### config.mk
export PLATFORM = sky130hd
export DESIGN_NAME = utf8_to_ucs2_decoder
export DESIGN_NICKNAME = d
export VERILOG_FILES = /design/src/rtl/u8dec_pkg.sv /design/src/rtl/u8dec_front.sv /design/src/rtl/u8dec_queue.sv /design/src/rtl/u8dec_back.sv /design/src/rtl/utf8_to_ucs2_decoder.sv
export VERILOG_INCLUDE_DIRS = /design/src /design/src/rtl
export SDC_FILE = /design/constraint.sdc
export NUM_CORES = 1
export LEC_CHECK = 0
export BUFFER_PORTS_ARGS = -buffer_cell sky130_fd_sc_hd__buf_2
export CAP_MARGIN = 20
export CELL_PAD_IN_SITES_DETAIL_PLACEMENT = 0
export CELL_PAD_IN_SITES_GLOBAL_PLACEMENT = 1
export CORE_ASPECT_RATIO = 0.7
export CORE_MARGIN = 1.5
export CORE_UTILIZATION = 45
export DETAILED_ROUTE_END_ITERATION = 6
export GPL_TIMING_DRIVEN = 0
export HOLD_SLACK_MARGIN = 0.06
export PLACE_DENSITY = 0.79
export SLEW_MARGIN = 20
export SYNTH_ARGS = -nofsm -noshare
export SYNTH_HDL_FRONTEND = slang
export SYNTH_SLANG_ARGS = --single-unit
### constraint.sdc
create_clock -name clk -period 8.2 [get_ports clk]
set_input_delay 1.23 -clock clk [delete_from_list [all_inputs] [get_ports clk]]
set_output_delay 1.23 -clock clk [all_outputs]
set_load 0.01 [all_outputs]
### src/rtl/utf8_to_ucs2_decoder_assert.svh
// assertion macros shared by the decoder rtl
// expects signals clk and rst in the scope of each use
`ifndef UTF8_TO_UCS2_DECODER_ASSERT_SVH
`define UTF8_TO_UCS2_DECODER_ASSERT_SVH

// same-cycle implication
`define U8DEC_ASSERT_IMP(name, ante, cons) \
  name: assert property (@(posedge clk) disable iff (rst) (ante) |-> (cons)) \
    else $error("u8dec assertion failed");

// next-cycle implication
`define U8DEC_ASSERT_NEXT(name, ante, cons) \
  name: assert property (@(posedge clk) disable iff (rst) (ante) |=> (cons)) \
    else $error("u8dec assertion failed");

`endif

### src/rtl/u8dec_pkg.sv
// shared types and constants for the utf-8 to ucs-2 decoder
// no dependencies
package u8dec_pkg;

  localparam int unsigned MAX_CAPACITY = 4096;
  localparam int unsigned CAP_W        = 13;
  localparam int unsigned CNT_W        = 12;
  localparam int unsigned CHAR_W       = 16;

  localparam logic [CAP_W-1:0] CAP_RESET = CAP_W'(1024);
  localparam logic [CAP_W-1:0] CAP_MAX   = CAP_W'(MAX_CAPACITY);

  localparam logic [7:0] ASCII_LIMIT = 8'h80;
  localparam logic [7:0] LEAD2_MASK  = 8'hE0;
  localparam logic [7:0] LEAD2_CODE  = 8'hC0;
  localparam logic [7:0] LEAD3_MASK  = 8'hF0;
  localparam logic [7:0] LEAD3_CODE  = 8'hE0;
  localparam logic [7:0] BYTE_NUL    = 8'h00;

  localparam logic [1:0] PEND_NONE = 2'd0;
  localparam logic [1:0] PEND_ONE  = 2'd1;
  localparam logic [1:0] PEND_TWO  = 2'd2;

  localparam int unsigned QDEPTH = 4;
  localparam int unsigned QPTR_W = $clog2(QDEPTH);
  localparam int unsigned QCNT_W = $clog2(QDEPTH + 1);

  // one queued command: up to two characters, then an optional terminator
  typedef struct packed {
    logic [1:0]        nchr;
    logic [CHAR_W-1:0] ch0;
    logic [CHAR_W-1:0] ch1;
    logic              term;
    logic [CAP_W-1:0]  len;
  } cmd_t;

endpackage

### src/rtl/u8dec_front.sv
// decoder front: takes input words, tracks pending lead bytes and fill count
// depends on u8dec_pkg and utf8_to_ucs2_decoder_assert.svh
`include "utf8_to_ucs2_decoder_assert.svh"

module u8dec_front (
  input  logic                       clk,
  input  logic                       rst,
  input  logic                       cfg_valid,
  output logic                       cfg_ready,
  input  logic [u8dec_pkg::CAP_W-1:0] cfg_data,
  input  logic                       in_valid,
  output logic                       in_ready,
  input  logic [7:0]                 byte_value,
  input  logic                       q_full,
  output logic                       push,
  output u8dec_pkg::cmd_t            push_data
);
  import u8dec_pkg::*;

  logic [CAP_W-1:0] capacity;
  logic [7:0]       lead_byte, lead_byte_next;
  logic [7:0]       second_byte, second_byte_next;
  logic [1:0]       pending_count, pending_count_next;
  logic [CNT_W-1:0] char_count, char_count_next;

  logic [CAP_W-1:0] cap_eff;
  logic [CAP_W-1:0] cnt_p1, cnt_a_p1, cnt_b_p1;
  logic [CNT_W-1:0] cnt_a, cnt_b;
  logic             room0, r0, r1, emit, in_fire, term_fire;
  logic [CHAR_W-1:0] ch;

  assign cfg_ready = 1'b1;
  assign in_ready  = !q_full;
  assign in_fire   = in_valid && in_ready;
  assign term_fire = in_fire && (byte_value == BYTE_NUL);

  assign cap_eff = (capacity > CAP_MAX) ? CAP_MAX : capacity;
  assign cnt_p1  = {1'b0, char_count} + CAP_W'(1);
  assign room0   = cnt_p1 < cap_eff;

  // terminator path: flush pending bytes as themselves while there is room
  assign r0       = (pending_count != PEND_NONE) && room0;
  assign cnt_a    = char_count + CNT_W'(r0);
  assign cnt_a_p1 = {1'b0, cnt_a} + CAP_W'(1);
  assign r1       = (pending_count == PEND_TWO) && (cnt_a_p1 < cap_eff);
  assign cnt_b    = cnt_a + CNT_W'(r1);
  assign cnt_b_p1 = {1'b0, cnt_b} + CAP_W'(1);

  always_comb begin
    lead_byte_next     = lead_byte;
    second_byte_next   = second_byte;
    pending_count_next = pending_count;
    char_count_next    = char_count;
    emit               = 1'b0;
    ch                 = {8'h00, byte_value};
    push               = 1'b0;
    push_data          = '0;
    if (in_fire) begin
      if (byte_value == BYTE_NUL) begin
        push               = 1'b1;
        push_data.nchr     = 2'(r0) + 2'(r1);
        push_data.ch0      = {8'h00, lead_byte};
        push_data.ch1      = {8'h00, second_byte};
        push_data.term     = 1'b1;
        push_data.len      = cnt_b_p1;
        pending_count_next = PEND_NONE;
        char_count_next    = '0;
      end else begin
        case (pending_count)
          PEND_NONE: begin
            if (room0) begin
              if (byte_value < ASCII_LIMIT) begin
                emit = 1'b1;
              end else if ((byte_value & LEAD2_MASK) == LEAD2_CODE ||
                           (byte_value & LEAD3_MASK) == LEAD3_CODE) begin
                lead_byte_next     = byte_value;
                pending_count_next = PEND_ONE;
              end else begin
                emit = 1'b1;
              end
            end
          end
          PEND_ONE: begin
            if ((lead_byte & LEAD2_MASK) == LEAD2_CODE) begin
              ch                 = {5'b0, lead_byte[4:0], byte_value[5:0]};
              emit               = room0;
              pending_count_next = PEND_NONE;
            end else begin
              second_byte_next   = byte_value;
              pending_count_next = PEND_TWO;
            end
          end
          default: begin
            ch                 = {lead_byte[3:0], second_byte[5:0], byte_value[5:0]};
            emit               = room0;
            pending_count_next = PEND_NONE;
          end
        endcase
        if (emit) begin
          push            = 1'b1;
          push_data.nchr  = 2'd1;
          push_data.ch0   = ch;
          char_count_next = char_count + CNT_W'(1);
        end
      end
    end
  end

  always_ff @(posedge clk) begin
    if (rst) begin
      capacity      <= CAP_RESET;
      pending_count <= PEND_NONE;
      char_count    <= '0;
    end else begin
      if (cfg_valid && cfg_ready) begin
        capacity <= cfg_data;
      end
      pending_count <= pending_count_next;
      char_count    <= char_count_next;
    end
  end

  always_ff @(posedge clk) begin
    lead_byte   <= lead_byte_next;
    second_byte <= second_byte_next;
  end

  `U8DEC_ASSERT_NEXT(a_term_clears, term_fire, char_count == '0 && pending_count == PEND_NONE)
  `U8DEC_ASSERT_IMP(a_push_needs_word, push, in_fire)
  `U8DEC_ASSERT_IMP(a_pend_range, 1'b1, pending_count <= PEND_TWO)

endmodule

### src/rtl/u8dec_queue.sv
// command queue between decoder front and output stage
// depends on u8dec_pkg and utf8_to_ucs2_decoder_assert.svh
`include "utf8_to_ucs2_decoder_assert.svh"

module u8dec_queue (
  input  logic            clk,
  input  logic            rst,
  input  logic            push,
  input  u8dec_pkg::cmd_t push_data,
  output logic            full,
  input  logic            pop,
  output u8dec_pkg::cmd_t pop_data,
  output logic            not_empty
);
  import u8dec_pkg::*;

  cmd_t              entries [QDEPTH];
  logic [QPTR_W-1:0] wptr, rptr;
  logic [QCNT_W-1:0] count;

  assign full      = count == QCNT_W'(QDEPTH);
  assign not_empty = count != '0;
  assign pop_data  = entries[rptr];

  always_ff @(posedge clk) begin
    if (rst) begin
      wptr  <= '0;
      rptr  <= '0;
      count <= '0;
    end else begin
      if (push) begin
        wptr <= wptr + QPTR_W'(1);
      end
      if (pop) begin
        rptr <= rptr + QPTR_W'(1);
      end
      if (push && !pop) begin
        count <= count + QCNT_W'(1);
      end else if (pop && !push) begin
        count <= count - QCNT_W'(1);
      end
    end
  end

  always_ff @(posedge clk) begin
    if (push) begin
      entries[wptr] <= push_data;
    end
  end

  `U8DEC_ASSERT_IMP(a_no_overflow, push, !full || pop)
  `U8DEC_ASSERT_IMP(a_no_underflow, pop, not_empty)
  `U8DEC_ASSERT_NEXT(a_count_up, push && !pop, count == $past(count) + QCNT_W'(1))

endmodule

### src/rtl/u8dec_back.sv
// output stage: unpacks queued commands into one result word per cycle while out_ready is high
// depends on u8dec_pkg
module u8dec_back (
  input  logic                         clk,
  input  logic                         rst,
  input  logic                         q_valid,
  input  u8dec_pkg::cmd_t              q_data,
  output logic                         pop,
  output logic                         out_valid,
  input  logic                         out_ready,
  output logic [u8dec_pkg::CHAR_W-1:0] code_point,
  output logic                         is_last,
  output logic [u8dec_pkg::CAP_W-1:0]  length
);
  import u8dec_pkg::*;

  cmd_t cur;
  logic busy, last_part, out_fire, done, load;

  assign last_part = (cur.nchr == 2'd0) || (cur.nchr == 2'd1 && !cur.term);
  assign out_fire  = busy && out_ready;
  assign done      = out_fire && last_part;
  assign load      = q_valid && (!busy || done);
  assign pop       = load;

  assign out_valid  = busy;
  assign is_last    = cur.nchr == 2'd0;
  assign code_point = is_last ? '0 : cur.ch0;
  assign length     = is_last ? cur.len : '0;

  always_ff @(posedge clk) begin
    if (rst) begin
      busy <= 1'b0;
    end else if (load) begin
      busy <= 1'b1;
    end else if (done) begin
      busy <= 1'b0;
    end
  end

  always_ff @(posedge clk) begin
    if (load) begin
      cur <= q_data;
    end else if (out_fire && !last_part) begin
      cur.nchr <= cur.nchr - 2'd1;
      cur.ch0  <= cur.ch1;
    end
  end

endmodule

### src/rtl/utf8_to_ucs2_decoder.sv
// Decodes a zero-terminated utf-8 byte string into 16-bit characters, one
// byte word per cycle in and one character word per cycle out when nothing
// stalls. Two- and three-byte sequences are joined, other high bytes pass as
// latin-1, and the zero byte yields a terminating word with is_last set and
// the length. The front decoder takes a byte every cycle while its
// four-entry command queue has room; the output stage drains one result per
// cycle while out_ready is high, so a terminator flushing a cut-off lead
// yields up to three output words. Results are registered in the queue, then
// in the output stage. The always-ready cfg channel writes the capacity.
// depends on u8dec_pkg, u8dec_front, u8dec_queue, u8dec_back
module utf8_to_ucs2_decoder (
  input  logic                         clk,
  input  logic                         rst,
  input  logic                         cfg_valid,
  output logic                         cfg_ready,
  input  logic [u8dec_pkg::CAP_W-1:0]  cfg_data,
  input  logic                         in_valid,
  output logic                         in_ready,
  input  logic [7:0]                   byte_value,
  output logic                         out_valid,
  input  logic                         out_ready,
  output logic [u8dec_pkg::CHAR_W-1:0] code_point,
  output logic                         is_last,
  output logic [u8dec_pkg::CAP_W-1:0]  length
);
  import u8dec_pkg::*;

  logic q_full, push, pop, q_valid;
  cmd_t push_data, pop_data;

  u8dec_front u_front (
    .clk        (clk),
    .rst        (rst),
    .cfg_valid  (cfg_valid),
    .cfg_ready  (cfg_ready),
    .cfg_data   (cfg_data),
    .in_valid   (in_valid),
    .in_ready   (in_ready),
    .byte_value (byte_value),
    .q_full     (q_full),
    .push       (push),
    .push_data  (push_data)
  );

  u8dec_queue u_queue (
    .clk       (clk),
    .rst       (rst),
    .push      (push),
    .push_data (push_data),
    .full      (q_full),
    .pop       (pop),
    .pop_data  (pop_data),
    .not_empty (q_valid)
  );

  u8dec_back u_back (
    .clk        (clk),
    .rst        (rst),
    .q_valid    (q_valid),
    .q_data     (pop_data),
    .pop        (pop),
    .out_valid  (out_valid),
    .out_ready  (out_ready),
    .code_point (code_point),
    .is_last    (is_last),
    .length     (length)
  );

endmodule
Word-level counts from Yosys, hierarchy flattened
Memory sizes are Yosys's and may differ from the RTL's. A register that Yosys moved wholly into a read port is not among the register bits.
Cells that the tools add are included.
W data, S select, Z words.
Operators by class
  add/subtract/negate cells: 12
  reductions and logical operators: 32
  bitwise operators: 3
  muxes and demuxes: 37
  eq/ne operators: 10
  magnitude comparators: 4
Operators by type and width (count)
  $mux W18: 3
  $mux W48: 1
  $add A12 B1 Y13 const B: 3
  $pmux W16 S2: 1
  $lt A13 B13 Y1: 2
  $mux W13: 2
  $add A12 B1 Y12: 2
  $mux W12: 2
  $mux W22: 1
  $mux W17: 1
  $mux W16: 1
  $mux W2: 7
  $gt A13 B13 Y1 const B: 1
  $mux W1: 13
  $add A12 B1 Y12 const B: 1
  $mux W11: 1
  $logic_and A1 B1 Y1: 10
  $reduce_bool A2 Y1: 5
  $eq A3 B3 Y1 const B: 3
  $logic_not A8 Y1: 1
  $lt A8 B8 Y1 const B: 1
  $reduce_and A4 Y1: 2
  $logic_not A1 Y1: 6
  $mux W3: 2
  18 further kinds: 26
Storage, ports and cells
  output and inout port bits: 33
  bits in writable memories: 192
  memories kept: 1
  register bits: 99
  logic and storage cells: 113
Memories
  u_queue.entries: depth 4, bits a word 48, rd ports 1, clocked after Yosys merged registers in 1, write ports 1, line u8dec_queue.sv:17  | cmd_t entries [QDEPTH];

Longest topological paths before layout
  depth after elaboration: 15
  mapped depth: 37

Cells and area by module
Synthesis repeated with hierarchy kept, for this count alone.
Unflattened totals
  cells, all modules: 861
  area total of the unflattened synthesis: 13075.0 um2
Modules (own cells, without submodules)
  u8dec_queue: area each 7348.3 um2, seq. area each 5945.7 um2, instances 1, cells an instance 294
  u8dec_front: area each 3732.3 um2, seq. area each 1021.0 um2, instances 1, cells an instance 451
  u8dec_back: area each 1994.4 um2, seq. area each 1461.4 um2, instances 1, cells an instance 116

Worst setup path after synthesis
Ideal clock, no wire load.
  path kind: register to register
  start point: register u_front.char_count[3]
  end point: memory u_queue.entries[0][10] in the netlist's numbering, data pin
  slack: 249 ps
  clock period less this slack: 7951 ps
  setup time: 179 ps
  data required time: 8021 ps
  cell stages (with the launch flop): 37
  arrival: 7772 ps
  buffers on the path: 2
  cells stage by stage: dfxtp_1 -> clkbuf_1 -> nand3_1 -> nor2_1 -> nand3_1 -> and2_1 -> or2_2 -> ha_1 -> a21oi_1 -> o21ai_0 -> nand3_1 -> a21oi_1 -> or3_1 -> nor2_1 -> ha_1 -> ha_1 -> buf_2 -> nand3_2 -> or3_4 -> and2_1 -> or4_1 -> nor2_1 -> xnor2_1 -> ha_1 -> nand4_1 -> nor2_1 -> a21oi_1 -> o211ai_1 -> a31oi_1 -> ha_1 -> ha_1 -> or4bb_1 -> o221ai_1 -> o211ai_1 -> a211o_1 -> or4_1 -> a21oi_1
RTL lines
  start, declared: line u8dec_front.sv:24  | logic [CNT_W-1:0] char_count, char_count_next;
  start signal, assigned: line u8dec_front.sv:119  | char_count <= char_count_next;
  end, declared: line u8dec_queue.sv:17

==> results by group <==
Setup path
  • CP required: 8.54 ns
  • Setup slack, reg-to-reg: between 0.2 and 0.25 ns
  • Setup crit end kind: flop
  • CP Max Fanout: 5
  • Worst setup SP type: flop
  • CP peak stage delay: 0.52 ns
  • Crit Path Class: flop to flop
  • Crit path max-delay cell type: or4_4
  • Cell mode on critical path: ha_4
  • Crit path DAT: 8.32 ns

Synthesis
  • Number of flops mapped to enable cells by yosys: roughly 220
  • Fraction of registers with async set or reset after synthesis: 0
  • Synth warnings: 0
  • Unique masters post-synth: 66
  • Synth Area per Inst: around 14 um2
  • Syn nets: 874
  • Syn Inst Count: between 800 and 900
  • Synth top area cells: edfxtp_1 (56%), mux4_2 (7.8%), dfxtp_1 (6.4%)
  • Seq/Total Area, Yosys: 0.627
  • Top FF cell, synth: edfxtp_1
  • Post-synth top area share: 0.563
  • Post-synth top area cell: edfxtp_1
  • Synth Cell Area: around 12000 um2
  • Seq cells post-synth: 253

Global routing
  • Largest net degree at the start of global routing: 27
  • Global route overflow: 0
  • Initial antenna violation count: 0
  • Total track usage: 0.190
  • First-pass GRT wire length: 38.1 mm
  • Number of global-route vias before repair: around 6600

Power
  • PwrDens: ~270 nW/um2
  • Maximum vdd drop: 170 uV
  • Power Total: 3.64 mW
  • Leak Pwr: 4.83 nW

Finish
  • Area Growth Syn to Fin: 17.8%
  • Most common cell after layout, fill and taps aside: edfxtp_1
  • Layout cells sized above 1: 0.252
  • Commonest cells after routing, fill and taps aside: edfxtp_1 (216), buf_2 (57), nand2_1 (50), nor2_1 (47), mux4_2 (40)
  • ANT cells: 0
  • Final #Nets: 977
  • Final Util: 0.545
  • Cell area after layout: 13600 um2

STA
  • Hold Vio Cnt, Final: 0
  • Setup_tns: 0 ns
  • Rel. slew slack: 0.410
  • # setup viols final: 0
  • RSZ-0062 raised after global routing: no
  • Crit path time final: around 8 ns
  • Slew Viols, Final: 0
  • Fmax achieved: roughly 130 MHz
  • Setup Skew: 0.0129 ns
  • Slew @ Worst Pin: 0.885 ns
  • Final worst path period share: 0.973

Floorplan
  • Core area: 24900 um2
  • Row count: 48
  • IO Count: 59
  • Initial core utilization: 0.463
  • Die area: between 20000 and 30000 um2
  • DIE HEIGHT: 137 um
  • Chip width: 194 um

Drt
  • Initial DRC count: 496
  • Vias per inst: 5.46
  • Via Count: 6849
  • DRC: 0
  • First drt pass iteration count: 5
  • Post-DRT Antenna Nets: 0
  • Average wire per standard cell: 19.8 um
  • Total wire length: 24.9 mm

Clock tree
  • Root buf cell: clkbuf_16
  • CTS tree: built
  • Clock sinks: 253
  • Number of CTS-inserted buffers: 24
  • Maximum root-to-sink buffer count: 3
  • Worst skew pair latency: between 0.5 and 0.6 ns
  • Max H-tree Level: 1
  • Reg clk slew, reported paths: approximately 0.060 ns

Placed design
  • Global placement routability congestion: 0.812
  • Post-placement cell area: 12400 um2
  • Port Buf Inserts: 55
  • Detail Placement HPWL: 17.5 mm

Hold path
  • Hold crit path type: flop to flop

Outcome
  • Outcome: completed

Flow run
  • Max-Cap Viols: 0
[flip-flops by register name (all words and copies together), names as in the netlist, named ones only]
register,cells
u_front.capacity,13
u_queue.count,3
u_front.lead_byte,8
u_front.char_count,12
u_back.cur,40
u_queue.wptr,2
u_back.out_valid,1
u_queue.rptr,2
u_front.second_byte,8
u_queue.entries,160
u_front.pending_count,2
[kinds of logic after synthesis]
kind of cell | Yosys count | synth area share
buffers and inverters | 54 | 0.0183
AOI/OAI and AO/OA | 95 | 0.0534
xor gates and xnor gates | 39 | 0.0329
DFF | 253 | 0.627
other | 1 | 0.000325
adders and majority gates | 40 | 0.0441
and+or+nand+nor | 260 | 0.123
muxes | 66 | 0.102
[cell type report]
| cell class | instances | area, um2 |
|---|---|---|
| fillers | 2033 | 11300 |
| flip-flops and latches | 253 | 7240 |
| multi-input cells | 501 | 4400 |
| clock buffers | 28 | 616 |
| repair buffers | 80 | 597 |
| well taps | 325 | 407 |
| plain buffers | 37 | 175 |
| clock inverters | 16 | 92.6 |
| inverters | 14 | 52.6 |
[synth_stat cells (all sizes together) (2+ instances only)]
library cell / count
edfxtp: 216
nand2: 51
nor2: 50
mux4: 40
and2: 39
ha: 39
dfxtp: 37
nor2b: 33
a21oi: 29
o21ai: 27
clkbuf: 25
xnor2: 23
mux2i: 18
nand3: 18
buf: 15
xor2: 15
inv: 14
nor3: 12
and3: 11
nand4: 9
a22o: 8
mux2: 8
or2: 8
a22oi: 6
or3: 6
nor4: 5
nand2b: 4
nor3b: 4
a211o: 3
a21o: 3
o31ai: 3
or4: 3
a211oi: 2
a21boi: 2
a31oi: 2
and3b: 2
o211ai: 2
o21a: 2
[where the power goes]
part	switching [mW]	internal (mW)	total (mW)
clock	0.469	0.541	1.01
combinational	0.502	0.405	0.907
sequential	0.0594	1.67	1.73
total	1.03	2.61	3.64
[worst max-delay path: cells and delay by family (launching register included)]
kind	cells	cell delay (ns)
AOI/OAI and AO/OA	10	1.87
xor gates and xnor gates	1	0.16
DFF	1	0.37
and+or+nand+nor	16	3.83
adders and majority gates	7	1.45
buffers and inverters	1	0.11
[layer usage]
layer | up-vias | part of all wire | GRT usage
met2 | 203 | 0.41 | 0.276
met5 | - | 0 | 0
li1 | 3256 | - | -
met3 | 32 | 0.059 | 0.0244
met4 | 0 | 0.012 | 0.0365
met1 | 3358 | 0.52 | 0.303
[what timing repair did]
item	in CTS	in global routing
gates resized for setup	49	24
cloned	0	0
setup endpoints to repair	48	32
setup buffers	4	14
pin swaps	6	16
hold buffers	0	0
endpoints found under the hold margin	0	0
[stage by stage]
step                      setup slack, ns  instances  hold WS (ns)
after CTS                          0.0657       1243         0.501
after global placement              -1.48       1188         0.473
after floorplan                     0.249        808         0.460
after detailed placement            -1.65       1195         0.483
after global routing              0.00921       1254         0.519
final                               0.221       1254         0.495
[final timing paths]
path,start,endpoint,cells after the start
max,u_front.char_count[0],u_queue.entries[0][10],35
min reg2reg,u_front.capacity[6],u_front.capacity[6],2
max reg2reg,u_front.char_count[0],u_queue.entries[0][10],35
min,u_front.capacity[6],u_front.capacity[6],2
Power figures use the tool's default switching activity.
